File: config.mk
export PLATFORM = sky130hd
export DESIGN_NAME = zone_fill_level_aggregator_unit
export DESIGN_NICKNAME = d
export VERILOG_FILES = /design/src/design/zfla_pkg.sv /design/src/design/zone_fill_level_aggregator_unit.sv /design/src/design/zfla_div.sv
export SDC_FILE = /design/constraint.sdc
export NUM_CORES = 1
export LEC_CHECK = 0
export BUFFER_PORTS_ARGS = -buffer_cell sky130_fd_sc_hd__buf_2
export CORE_ASPECT_RATIO = 1.4
export CORE_MARGIN = 5
export CORE_UTILIZATION = 55
export CTS_CLUSTER_SIZE = 12
export DETAILED_ROUTE_END_ITERATION = 12
export GPL_TIMING_DRIVEN = 0
export PLACE_DENSITY = 0.72
export SYNTH_ARGS = -nofsm -noshare
export SYNTH_HDL_FRONTEND = slang
export SYNTH_SLANG_ARGS = --single-unit
File: constraint.sdc
create_clock -name i_clk -period 4.9 [get_ports i_clk]
set_clock_uncertainty 0.1 [all_clocks]
set_input_delay 0.98 -clock i_clk [delete_from_list [all_inputs] [get_ports i_clk]]
set_output_delay 0.98 -clock i_clk [all_outputs]
set_load 0.1 [all_outputs]
File: src/design/zfla_pkg.sv
package zfla_pkg;

    // Design defaults
    localparam int ZONES_DEF   = 64;
    localparam int CAMERAS_DEF = 4;

    // Fixed field and accumulator widths
    localparam int DEPTH_W = 15;
    localparam int DIST_W  = 16;
    localparam int FILL_W  = 10;
    localparam int VALID_W = 7;
    localparam int CSUM_W  = 16;
    localparam int FSUM_W  = 12;
    localparam int ACNT_W  = 3;
    localparam int MASK_W  = 4;
    localparam int CAM_W   = 2;
    localparam int CONF_W  = 7;

    // Shared divider: quotient never exceeds full scale, so ten quotient bits
    localparam int DIV_QW = 10;
    localparam int DIV_NW = 25;
    localparam int DIV_DW = DEPTH_W;
    localparam int DIV_SW = $clog2(DIV_QW);

    localparam logic [FILL_W-1:0]  FULL_SCALE   = 10'd1000;
    localparam logic [CONF_W-1:0]  CONF_PER_CAM = 7'd25;
    localparam logic [DEPTH_W-1:0] DEPTH_RST    = 15'd1000;
    localparam logic [MASK_W-1:0]  PRESENT_RST  = 4'hF;

    // Configuration register indexes
    localparam logic REG_DEPTH   = 1'b0;
    localparam logic REG_PRESENT = 1'b1;

    // Camera health codes
    localparam logic [1:0] HEALTH_OK       = 2'd0;
    localparam logic [1:0] HEALTH_DEGRADED = 2'd1;
    localparam logic [1:0] HEALTH_ABSENT   = 2'd2;

    typedef struct packed {
        logic [DIST_W-1:0] zone_mm;
        logic              read_failed;
    } t_in_beat;

    typedef struct packed {
        logic               is_summary;
        logic [CAM_W-1:0]   camera;
        logic [FILL_W-1:0]  fill_x10;
        logic [VALID_W-1:0] good_zones;
        logic [1:0]         health;
        logic [MASK_W-1:0]  status_mask;
        logic [FILL_W-1:0]  spread_x10;
        logic [CONF_W-1:0]  confidence;
        logic               last;
    } t_out_beat;

    typedef struct packed {
        logic              start;
        logic [DIV_NW-1:0] dividend;
        logic [DIV_DW-1:0] divisor;
    } t_div_req;

    typedef struct packed {
        logic              done;
        logic [DIV_QW-1:0] quotient;
    } t_div_rsp;

endpackage

File: src/design/zone_fill_level_aggregator_unit.sv
// Zone fill level aggregator. Zone distances arrive one per input beat, ZONES
// beats per camera and CAMERAS cameras per frame. A valid reading (non-zero and
// not above twice the depth) is handled from accept to the next accept in steps:
// form (depth-d)*1000, wait on the shared radix-2 divider, then accumulate and
// return to idle. A dropped reading skips the divide. The last zone of a camera
// adds the mean divide on the same divider (skipped for an absent camera or one
// with no valid zones) and a step to issue the camera beat; the last camera adds
// the frame mean divide (skipped with no active camera) and the summary beat.
// Input stall is high for all of that time, and longer while a new beat cannot
// be loaded because the output register is still held; a camera beat that
// waits in the output register does not block the next zone.
// depth_mm and present_mask are written on the plain write port; the user must
// write them only while idle, as the block itself does not enforce it.
module zone_fill_level_aggregator_unit #(
    parameter int ZONES   = zfla_pkg::ZONES_DEF,
    parameter int CAMERAS = zfla_pkg::CAMERAS_DEF
) (
    input  logic                         i_clk,
    input  logic                         i_rst_n,
    input  logic                         i_in_valid,
    output logic                         o_in_stall,
    input  zfla_pkg::t_in_beat           i_in_data,
    output logic                         o_out_valid,
    input  logic                         i_out_stall,
    output zfla_pkg::t_out_beat          o_out_data,
    input  logic                         i_cfg_we,
    input  logic                         i_cfg_idx,
    input  logic [zfla_pkg::DEPTH_W-1:0] i_cfg_data
);

    localparam int ZW = (ZONES > 1) ? $clog2(ZONES) : 1;
    localparam int CW = (CAMERAS > 1) ? $clog2(CAMERAS) : 1;

    typedef enum logic [2:0] {
        S_IDLE, S_MUL, S_ZDIV, S_ZEND, S_CDIV, S_CRES, S_FSTART, S_FDIV
    } t_state;

    t_state                             r_state;
    logic                               r_fres;

    logic [zfla_pkg::DEPTH_W-1:0]       r_depth;
    logic [zfla_pkg::MASK_W-1:0]        r_present_mask;

    logic [ZW-1:0]                      r_zone;
    logic [CW-1:0]                      r_cam;
    logic [zfla_pkg::CSUM_W-1:0]        r_cam_sum;
    logic [zfla_pkg::VALID_W-1:0]       r_cam_valid;
    logic                               r_cam_failed;
    logic                               r_present;
    logic [zfla_pkg::FSUM_W-1:0]        r_frame_sum;
    logic [zfla_pkg::FILL_W-1:0]        r_frame_min;
    logic [zfla_pkg::FILL_W-1:0]        r_frame_max;
    logic [zfla_pkg::ACNT_W-1:0]        r_act_cnt;
    logic [zfla_pkg::MASK_W-1:0]        r_act_mask;

    logic [zfla_pkg::DEPTH_W-1:0]       r_diff;
    logic [zfla_pkg::FILL_W-1:0]        r_fill;

    logic                               r_out_valid;
    zfla_pkg::t_out_beat                r_out_data;

    zfla_pkg::t_div_req                 w_div_req;
    zfla_pkg::t_div_rsp                 w_div_rsp;

    zfla_pkg::t_out_beat                w_cam_beat;
    zfla_pkg::t_out_beat                w_sum_beat;

    logic                               w_accept;
    logic                               w_out_free;
    logic                               w_out_load;
    logic                               w_last_zone;
    logic                               w_last_cam;
    logic                               w_cur_present;
    logic                               w_d_ok;
    logic [zfla_pkg::DEPTH_W-1:0]       w_d_clamp;
    logic [zfla_pkg::DEPTH_W:0]         w_depth2;

    assign o_in_stall  = (r_state != S_IDLE) || r_fres;
    assign w_accept    = i_in_valid && !o_in_stall;
    assign w_out_free  = !r_out_valid || !i_out_stall;
    assign w_out_load  = w_out_free && (r_fres || (r_state == S_CRES));
    assign w_last_zone = (r_zone == ZW'(ZONES - 1));
    assign w_last_cam  = (r_cam == CW'(CAMERAS - 1));
    assign w_cur_present = r_present_mask[r_cam];

    // Filter and clamp the incoming reading
    assign w_depth2  = {r_depth, 1'b0};
    assign w_d_ok    = (i_in_data.zone_mm != '0) && (r_depth != '0) &&
                       ({1'b0, i_in_data.zone_mm} <= {1'b0, w_depth2});
    assign w_d_clamp = ({1'b0, i_in_data.zone_mm} > {2'b0, r_depth}) ?
                       r_depth : i_in_data.zone_mm[zfla_pkg::DEPTH_W-1:0];

    // Drive the shared divider from the sequencer
    always_comb begin
        w_div_req.start    = 1'b0;
        w_div_req.dividend = zfla_pkg::DIV_NW'(r_diff) *
                             zfla_pkg::DIV_NW'(zfla_pkg::FULL_SCALE);
        w_div_req.divisor  = r_depth;
        case (r_state)
            S_MUL: begin
                w_div_req.start = 1'b1;
            end
            S_ZEND: begin
                w_div_req.dividend = zfla_pkg::DIV_NW'(r_cam_sum);
                w_div_req.divisor  = zfla_pkg::DIV_DW'(r_cam_valid);
                w_div_req.start    = w_last_zone && w_cur_present &&
                                     (r_cam_valid != '0);
            end
            S_FSTART: begin
                w_div_req.dividend = zfla_pkg::DIV_NW'(r_frame_sum);
                w_div_req.divisor  = zfla_pkg::DIV_DW'(r_act_cnt);
                w_div_req.start    = (r_act_cnt != '0);
            end
            default: begin
            end
        endcase
    end

    zfla_div u_div (
        .i_clk   (i_clk),
        .i_rst_n (i_rst_n),
        .i_req   (w_div_req),
        .o_rsp   (w_div_rsp)
    );

    // Form the camera and summary beats from the running totals
    always_comb begin
        w_cam_beat          = '0;
        w_cam_beat.camera   = zfla_pkg::CAM_W'(r_cam);
        w_cam_beat.fill_x10 = r_fill;
        w_cam_beat.last     = !w_last_cam;
        if (!r_present) begin
            w_cam_beat.health = zfla_pkg::HEALTH_ABSENT;
        end else begin
            w_cam_beat.good_zones = r_cam_valid;
            w_cam_beat.health     = (r_cam_failed || r_cam_valid == '0) ?
                                    zfla_pkg::HEALTH_DEGRADED : zfla_pkg::HEALTH_OK;
        end
        w_sum_beat             = '0;
        w_sum_beat.is_summary  = 1'b1;
        w_sum_beat.fill_x10    = r_fill;
        w_sum_beat.status_mask = r_act_mask;
        w_sum_beat.spread_x10  = (r_act_cnt != '0) ? (r_frame_max - r_frame_min) : '0;
        w_sum_beat.confidence  = zfla_pkg::CONF_W'(r_act_cnt) * zfla_pkg::CONF_PER_CAM;
        w_sum_beat.last        = 1'b1;
    end

    // Configuration registers
    always_ff @(posedge i_clk) begin
        if (!i_rst_n) begin
            r_depth        <= zfla_pkg::DEPTH_RST;
            r_present_mask <= zfla_pkg::PRESENT_RST;
        end else if (i_cfg_we) begin
            case (i_cfg_idx)
                zfla_pkg::REG_DEPTH:   r_depth <= i_cfg_data;
                zfla_pkg::REG_PRESENT: r_present_mask <= i_cfg_data[zfla_pkg::MASK_W-1:0];
                default: begin
                end
            endcase
        end
    end

    // Sequencer, accumulators and output register
    always_ff @(posedge i_clk) begin
        if (!i_rst_n) begin
            r_state      <= S_IDLE;
            r_fres       <= 1'b0;
            r_zone       <= '0;
            r_cam        <= '0;
            r_cam_sum    <= '0;
            r_cam_valid  <= '0;
            r_cam_failed <= 1'b0;
            r_present    <= 1'b0;
            r_frame_sum  <= '0;
            r_frame_min  <= zfla_pkg::FULL_SCALE;
            r_frame_max  <= '0;
            r_act_cnt    <= '0;
            r_act_mask   <= '0;
            r_out_valid  <= 1'b0;
        end else begin
            // Drop the output beat once taken, unless a new one loads
            if (r_out_valid && !i_out_stall && !w_out_load) begin
                r_out_valid <= 1'b0;
            end

            if (r_fres) begin
                // Issue the frame summary beat and clear the frame
                if (w_out_free) begin
                    r_out_valid <= 1'b1;
                    r_out_data  <= w_sum_beat;
                    r_frame_sum <= '0;
                    r_frame_min <= zfla_pkg::FULL_SCALE;
                    r_frame_max <= '0;
                    r_act_cnt   <= '0;
                    r_act_mask  <= '0;
                    r_fres      <= 1'b0;
                end
            end else begin
                case (r_state)
                    S_IDLE: begin
                        if (w_accept) begin
                            if (i_in_data.read_failed) begin
                                r_cam_failed <= 1'b1;
                            end
                            r_diff    <= r_depth - w_d_clamp;
                            r_state   <= w_d_ok ? S_MUL : S_ZEND;
                        end
                    end
                    S_MUL: begin
                        r_state <= S_ZDIV;
                    end
                    S_ZDIV: begin
                        // Accumulate the zone fill
                        if (w_div_rsp.done) begin
                            r_cam_sum   <= r_cam_sum + zfla_pkg::CSUM_W'(w_div_rsp.quotient);
                            r_cam_valid <= r_cam_valid + 1'b1;
                            r_state     <= S_ZEND;
                        end
                    end
                    S_ZEND: begin
                        if (!w_last_zone) begin
                            r_zone  <= r_zone + 1'b1;
                            r_state <= S_IDLE;
                        end else begin
                            r_zone    <= '0;
                            r_present <= w_cur_present;
                            r_fill    <= '0;
                            r_state   <= w_div_req.start ? S_CDIV : S_CRES;
                        end
                    end
                    S_CDIV: begin
                        if (w_div_rsp.done) begin
                            r_fill  <= w_div_rsp.quotient;
                            r_state <= S_CRES;
                        end
                    end
                    S_CRES: begin
                        // Issue the camera beat and fold it into the frame
                        if (w_out_free) begin
                            r_out_valid <= 1'b1;
                            r_out_data  <= w_cam_beat;
                            if (r_present) begin
                                r_frame_sum <= r_frame_sum + zfla_pkg::FSUM_W'(r_fill);
                                if (r_fill < r_frame_min) begin
                                    r_frame_min <= r_fill;
                                end
                                if (r_fill > r_frame_max) begin
                                    r_frame_max <= r_fill;
                                end
                                r_act_cnt  <= r_act_cnt + 1'b1;
                                r_act_mask <= r_act_mask |
                                              (zfla_pkg::MASK_W'(1) << r_cam);
                            end
                            r_cam_sum    <= '0;
                            r_cam_valid  <= '0;
                            r_cam_failed <= 1'b0;
                            if (w_last_cam) begin
                                r_cam   <= '0;
                                r_state <= S_FSTART;
                            end else begin
                                r_cam   <= r_cam + 1'b1;
                                r_state <= S_IDLE;
                            end
                        end
                    end
                    S_FSTART: begin
                        r_fill <= '0;
                        if (r_act_cnt != '0) begin
                            r_state <= S_FDIV;
                        end else begin
                            r_state <= S_IDLE;
                            r_fres  <= 1'b1;
                        end
                    end
                    S_FDIV: begin
                        if (w_div_rsp.done) begin
                            r_fill  <= w_div_rsp.quotient;
                            r_state <= S_IDLE;
                            r_fres  <= 1'b1;
                        end
                    end
                    default: begin
                        r_state <= S_IDLE;
                    end
                endcase
            end
        end
    end

    assign o_out_valid = r_out_valid;
    assign o_out_data  = r_out_data;

    // Divider results only land in a state that waits for them
    assert property (@(posedge i_clk) disable iff (!i_rst_n)
        w_div_rsp.done |-> (r_state == S_ZDIV || r_state == S_CDIV || r_state == S_FDIV))
        else $error("divider result arrived outside a wait state");

    // Every quotient stays within full scale
    assert property (@(posedge i_clk) disable iff (!i_rst_n)
        w_div_rsp.done |-> (w_div_rsp.quotient <= zfla_pkg::FULL_SCALE))
        else $error("divider quotient above full scale");

    // Frame extremes stay ordered once a camera is counted
    assert property (@(posedge i_clk) disable iff (!i_rst_n)
        (r_act_cnt != '0) |-> (r_frame_min <= r_frame_max))
        else $error("frame min above frame max");

    // A summary beat always closes the item's results
    assert property (@(posedge i_clk) disable iff (!i_rst_n)
        (r_out_valid && r_out_data.is_summary) |-> r_out_data.last)
        else $error("summary beat without last");

    // Valid zone count never exceeds the zones of one camera
    assert property (@(posedge i_clk) disable iff (!i_rst_n)
        r_cam_valid <= zfla_pkg::VALID_W'(ZONES))
        else $error("valid zone count overflow");

endmodule

File: src/design/zfla_div.sv
module zfla_div (
    input  logic               i_clk,
    input  logic               i_rst_n,
    input  zfla_pkg::t_div_req i_req,
    output zfla_pkg::t_div_rsp o_rsp
);

    logic                            r_busy;
    logic                            r_done;
    logic [zfla_pkg::DIV_SW-1:0]     r_step;
    logic [zfla_pkg::DIV_NW-1:0]     r_rem;
    logic [zfla_pkg::DIV_NW-1:0]     r_dsh;
    logic [zfla_pkg::DIV_QW-1:0]     r_quo;
    logic                            w_fit;

    // Trial compare of the remainder against the shifted divisor
    assign w_fit = (r_rem >= r_dsh);

    // Control: one quotient bit per cycle, most significant first
    always_ff @(posedge i_clk) begin
        if (!i_rst_n) begin
            r_busy <= 1'b0;
            r_done <= 1'b0;
            r_step <= '0;
        end else begin
            r_done <= 1'b0;
            if (i_req.start) begin
                r_busy <= 1'b1;
                r_step <= zfla_pkg::DIV_SW'(zfla_pkg::DIV_QW - 1);
            end else if (r_busy) begin
                if (r_step == '0) begin
                    r_busy <= 1'b0;
                    r_done <= 1'b1;
                end else begin
                    r_step <= r_step - 1'b1;
                end
            end
        end
    end

    // Datapath: restoring subtract and shift
    always_ff @(posedge i_clk) begin
        if (i_req.start) begin
            r_rem <= i_req.dividend;
            r_dsh <= zfla_pkg::DIV_NW'({i_req.divisor, {(zfla_pkg::DIV_QW-1){1'b0}}});
            r_quo <= '0;
        end else if (r_busy) begin
            if (w_fit) begin
                r_rem <= r_rem - r_dsh;
            end
            r_quo <= {r_quo[zfla_pkg::DIV_QW-2:0], w_fit};
            r_dsh <= r_dsh >> 1;
        end
    end

    assign o_rsp.done     = r_done;
    assign o_rsp.quotient = r_quo;

endmodule
# Word-level counts from Yosys, hierarchy flattened
# Index checks and enable logic that the tools add are counted.
# totals
ff_bits	230
in_bits	38
elab_cells	219
# op_classes
n_lt_le_gt_ge	6
multipliers	2
n_eq_ne	18
n_mux	87
shift	1
bitwise	6
n_reduce_logical	54
n_addsub	10
# ops
op	count
2-to-1 mux 44 bit	4
2-to-1 mux 10 bit	15
case mux 40 bit (2 select lines)	1
2-to-1 mux 25 bit	3
2-to-1 mux 12 bit	5
2-to-1 mux 24 bit	2
2-to-1 mux 3 bit	13
2-to-1 mux 16 bit	2
2-to-1 mux 4 bit	8
case mux 16 bit (2 select lines)	1
case mux 10 bit (3 select lines)	1
greater-or-equal comparator 25 x 24 -> 1 bit	1
subtractor 25 x 24 -> 25 bit	1
case mux 3 bit (8 select lines)	1
multiplier 15 x 7 -> 22 bit (second input constant)	1
2-to-1 mux 7 bit	3
2-to-1 mux 1 bit	18
adder 16 x 10 -> 16 bit	1
greater-than comparator 16 x 15 -> 1 bit	1
less-or-equal comparator 16 bit	1
AND reduction 4 bit	4
nonzero test 16 bit	1
nonzero test 2 bit	8
2-to-1 mux 15 bit	1
other kinds (43)	87

# Depth between registers and ports, before layout
# depth
word_depth	9
depth_mapped	22
ltp_nobuf	20

# Modules after synthesis
# A second synthesis with hierarchy kept.
# unflattened
cells_unflattened	1813
hier_area_um2	16532.1
# modules_own_cells
module	instances	cells_each	seq_area_each_um2	area_per_inst_um2
zone_fill_level_aggregator_unit	1	1346	3963.8	12339.3
zfla_div	1	467	1701.6	4192.8

# Worst setup path after synthesis
# No wires, ideal clock.
# synth_timing
kind	input -> register
from	input port i_in_data[10] in the netlist's numbering
to	register r_diff[14] in the netlist's numbering (data pin)
arrival_time_ns	4.429
path_stages	18
setup_ns	0.259
path_slack_ns	0.112
path_buffers	2
path_cell_list	ha_1 a21o_1 a21o_1 a2111oi_0 o21ai_1 o311a_1 buf_4 buf_6 mux2i_1 ha_1 a21o_1 a21o_1 a21o_1 nand2_1 nand2_1 o41ai_1 o21ai_1 xnor2_1
# synth_between
elab_chain_len	3
# synth_lines
item	line	rtl
start, declared	zone_fill_level_aggregator_unit.sv:22	input zfla_pkg::t_in_beat i_in_data,
greater-than comparator 16 x 15 -> 1 bit	zone_fill_level_aggregator_unit.sv:90	assign w_d_clamp = ({1'b0, i_in_data.zone_mm} > {2'b0, r_depth}) ?
2-to-1 mux 15 bit (*)	zone_fill_level_aggregator_unit.sv:90	
subtractor 15 bit (*)	zone_fill_level_aggregator_unit.sv:205	r_diff <= r_depth - w_d_clamp;
end signal, assigned	zone_fill_level_aggregator_unit.sv:205	
end, declared	zone_fill_level_aggregator_unit.sv:56	logic [zfla_pkg::DEPTH_W-1:0] r_diff;
# Mark *: on every way between the ends. The rest lies on a longest branch, timed or not.
# A chain may end at the register's enable or synchronous reset.

# Final worst setup path
# layout_timing
from	register r_diff[2] in the netlist's numbering
to	register u_div.r_rem[21] in the netlist's numbering (data pin)
# layout_between
elab_chain_len	3
# layout_lines
item	line	rtl
multiplier 15 x 7 -> 22 bit	zone_fill_level_aggregator_unit.sv:96	w_div_req.dividend = zfla_pkg::DIV_NW'(r_diff) *
case mux 40 bit (2 select lines)	zone_fill_level_aggregator_unit.sv:99	case (r_state)
2-to-1 mux 25 bit	zfla_div.sv:43	if (i_req.start) begin
end signal, assigned	zfla_div.sv:44	r_rem <= i_req.dividend;
end signal, assigned	zfla_div.sv:49	r_rem <= r_rem - r_dsh;
end, declared	zfla_div.sv:11	logic [zfla_pkg::DIV_NW-1:0] r_rem;
# Every way passes these cells.

==> results.cfg <==
[status]
outcome = complete, no violations

[global_route]
grt_pass1_wl_mm = 69.1
grt_max_degree = 33
grt.total_usage_pct = 26.2
grt_overflow = 0
antenna_found_initial = 0
grt_pass1_vias = 13400

[logic_synthesis]
synth_flop_cell = dfxtp_1
ys_async_sr_fraction_pct = 0
yosys.area_share.adder_pct = 20.7
seq_area_frac_synth_pct = 35.2
yosysWarnings = 0
synth_area_mm2 = 0.0161
synth-edff-count = 108
synthXorXnorAreaFrac_pct = 4.35
synth_top_family_by_area = adder cells
synth_area_leaders = edfxtp_1 20%, dfxtp_1 15%, ha_1 14%
synthMuxAreaShare_pct = 2.44
synth_cell_type_count = 74
synth-seq-cells = 229
synth-simple-area-share_pct = 15.3
synth_area_leader_cell = edfxtp_1
yosysTopAreaCellShare_pct = 20.1
synth_compound_area_share_pct = 16.4
syn_inst = 1705
postSynthAreaPerCell_um2 = 9.44
syn_nets = 1976

[final_layout]
design_area_mm2 = 0.0182
fin_nets = 2116
layout-drive-gt1-share_pct = 11.5
syn2layout_area_growth_pct = 13.0
num_antenna_cells = 0

[die]
row_count = 74
die_area_mm2 = 0.0328
die_w_um = 155
io_pins = 84
core_area_mm2 = 0.0291
initial_core_util_pct = 55.4
die_y_um = 212

[setup_path]
critPathLaunchType = register
crit_type = register to register
crit_cells = 16
crit_buf_inv = 4
cp_cell_sequence = buf_6 > fa_1 > fa_1 > inv_1 > fa_2 > fa_1 > inv_2 > ha_4 > o211ai_1 > a211o_1 > a21boi_4 > o31ai_4 > buf_4 > mux2i_1 > a311oi_1 > o21ai_1
crit_top_cell = fa_1
worstSetupEndpointType = register
crit_family = adder cells
r2r_cells = 16
crit_required_ns = 5.08
slowest_delay_ns = 0.54
worst-path-max-fanout = 4
arrival_ns = 5.00
crit_path_top_delay_cell = fa_1

[placement]
port_buffers = 83
routabilityCongestion = 0.939
dp_hpwl_mm = 34.0
placed_area_mm2 = 0.0170

[sta]
fmax_ghz = 0.207
fin_crit_sh_pct = 98.4
slew_violations = 0
tns_ns = 0
tightest_slew_ns = 1.11
slew_headroom_pct = 25.9
rsz0062_at_grt = true
fin_crit_ns = 4.82
setup_viol = 0
hold_violations = 0

[power_and_ir_drop]
p_leak_nw = 7.77
peakVddDrop_mv = 0.453
power_mw = 10.6
power_density_mw_per_mm2 = 582

[route]
postRouteAntennaNets = 0
drt_iter0_markers = 611
drc = 0
vias = 13000
routedWlPerCell_um = 19.3
totalWireLength_mm = 43.4
dr.pass1.iters = 5
vias_per_cell = 5.80

[clocking]
cts_hold_buffers = 0
clock-sinks = 229
cts_made_buffers = 25
clock_latency_ns = 0.55
clock_path_buffers = 3
cts_max_level = 1
cts_tree = done
clk_pin_slew_ns = 0.06
cts_root_buffer = clkbuf_16

[min_path]
min_path_type = register to register
hold_depth = 1

[job]
drv_cap = 0
## metrics by stage
stage,hold WS (ns),setup slack [ns],util (%),instances
global placement,0.344,-0.611,58.5,2168
floorplan,0.329,0.112,-,1705
finish,0.367,0.0771,62.6,2243
global route,0.389,-0.0537,62.6,2243
detailed placement,0.352,-0.619,58.5,2169
CTS,0.366,-0.0185,62.0,2232
## layout by cell type, fill, tap and decap left out, types with 27 or more instances in the layout
cell,n
a21oi_1,94
edfxtp_1,108
fa_1,53
buf_2,93
inv_1,167
o21ai_1,54
ha_1,171
a21o_1,38
xor2_1,29
nand2_1,110
mux2i_1,36
nor2_1,112
buf_4,30
clkbuf_1,45
dfxtp_1,121
o21ai_0,27
nor2b_1,58
xnor2_1,50
nand3_1,43
## worst paths after layout
path,endpoint,slack (ns),from
setup reg to reg,u_div.r_rem[21]$_DFFE_PP_,0.08,r_diff[2]$_DFFE_PP_
hold reg to reg,r_frame_min[5]$_SDFFE_PN1P_,0.37,r_frame_min[5]$_SDFFE_PN1P_
hold / removal,r_frame_min[5]$_SDFFE_PN1P_,0.37,r_frame_min[5]$_SDFFE_PN1P_
setup / recovery,u_div.r_rem[21]$_DFFE_PP_,0.08,r_diff[2]$_DFFE_PP_
## synth_stat cells, drive strengths merged (19+ instances only)
library cell and n:
inv 183, ha 178, dfxtp 121, nor2 114, nand2 110, edfxtp 108
a21oi 99, o21ai 84, nor2b 58, fa 55, xnor2 51, nand3 43
a21o 38, mux2i 37, clkbuf 35, xor2 29, and3 26, a21boi 25
and2 25, a22oi 23, nor3 23, o21a 23, nand4 20, buf 19
## timing repair
item                       4_1_cts  5_1_grt
buffers inserted                18       12
setup endpoints to repair        9       13
pin swaps                       15       29
resized for setup               33       26
## logic make-up (layout without fill, tap and decap cells)
| family | count (synthesis) | in the layout |
|---|---|---|
| DFF | 229 | 229 |
| AOI/OAI and AO/OA | 403 | 403 |
| adders and majority gates | 233 | 233 |
| muxes | 38 | 38 |
| and+or+nand+nor | 485 | 485 |
| xor gates and xnor gates | 80 | 80 |
| buffers and inverters | 237 | 395 |
## layout make-up
| cell class | count | area, µm² |
|---|---|---|
| Multi-Input combinational cell | 1239 | 9710 |
| Clock buffer | 38 | 704 |
| Sequential cell | 229 | 5670 |
| Clock inverter | 7 | 57.6 |
| Timing Repair Buffer | 113 | 657 |
| Fill cell | 2497 | 10900 |
| Buffer | 54 | 230 |
| Inverter | 183 | 702 |
| Tap cell | 380 | 475 |
## worst register-to-register path: stages, from the launching register on
cell and delay (ns):
edfxtp_1 0.51, buf_6 0.19, fa_1 0.54, fa_1 0.42
inv_1 0.08, fa_2 0.45, fa_1 0.54, inv_2 0.05
ha_4 0.28, o211ai_1 0.14, a211o_1 0.34, a21boi_4 0.21
o31ai_4 0.09, buf_4 0.15, mux2i_1 0.11, a311oi_1 0.24
o21ai_1 0.11
## metal layers
metal	up-vias	share of wire (%)	global-route usage, %
met1	6259	39	29.3
met5	-	0	0
met3	127	3.6	2.87
met4	0	5.5	13.3
li1	6340	-	-
met2	290	52	49.1
## where the power goes
part | internal [mW] | switching, mW | total, mW | leakage (nW)
clock network | 1.00 | 0.782 | 1.78 | 0.377
registers | 2.34 | 0.131 | 2.47 | 1.99
logic | 2.81 | 3.54 | 6.35 | 5.41
## state kept, by name (all words and copies together) (netlist names), 2 cells and up
register        count
o_out_data         43
u_div.r_rem        25
u_div.r_dsh        24
r_cam_sum          16
r_depth            15
r_diff             15
r_frame_sum        12
r_fill             10
r_frame_max        10
r_frame_min        10
u_div.r_quo        10
r_cam_valid         7
r_zone              6
r_act_mask          4
r_present_mask      4
u_div.r_step        4
r_act_cnt           3
r_state             3
r_cam               2
(Power assumes the default switching activity.)
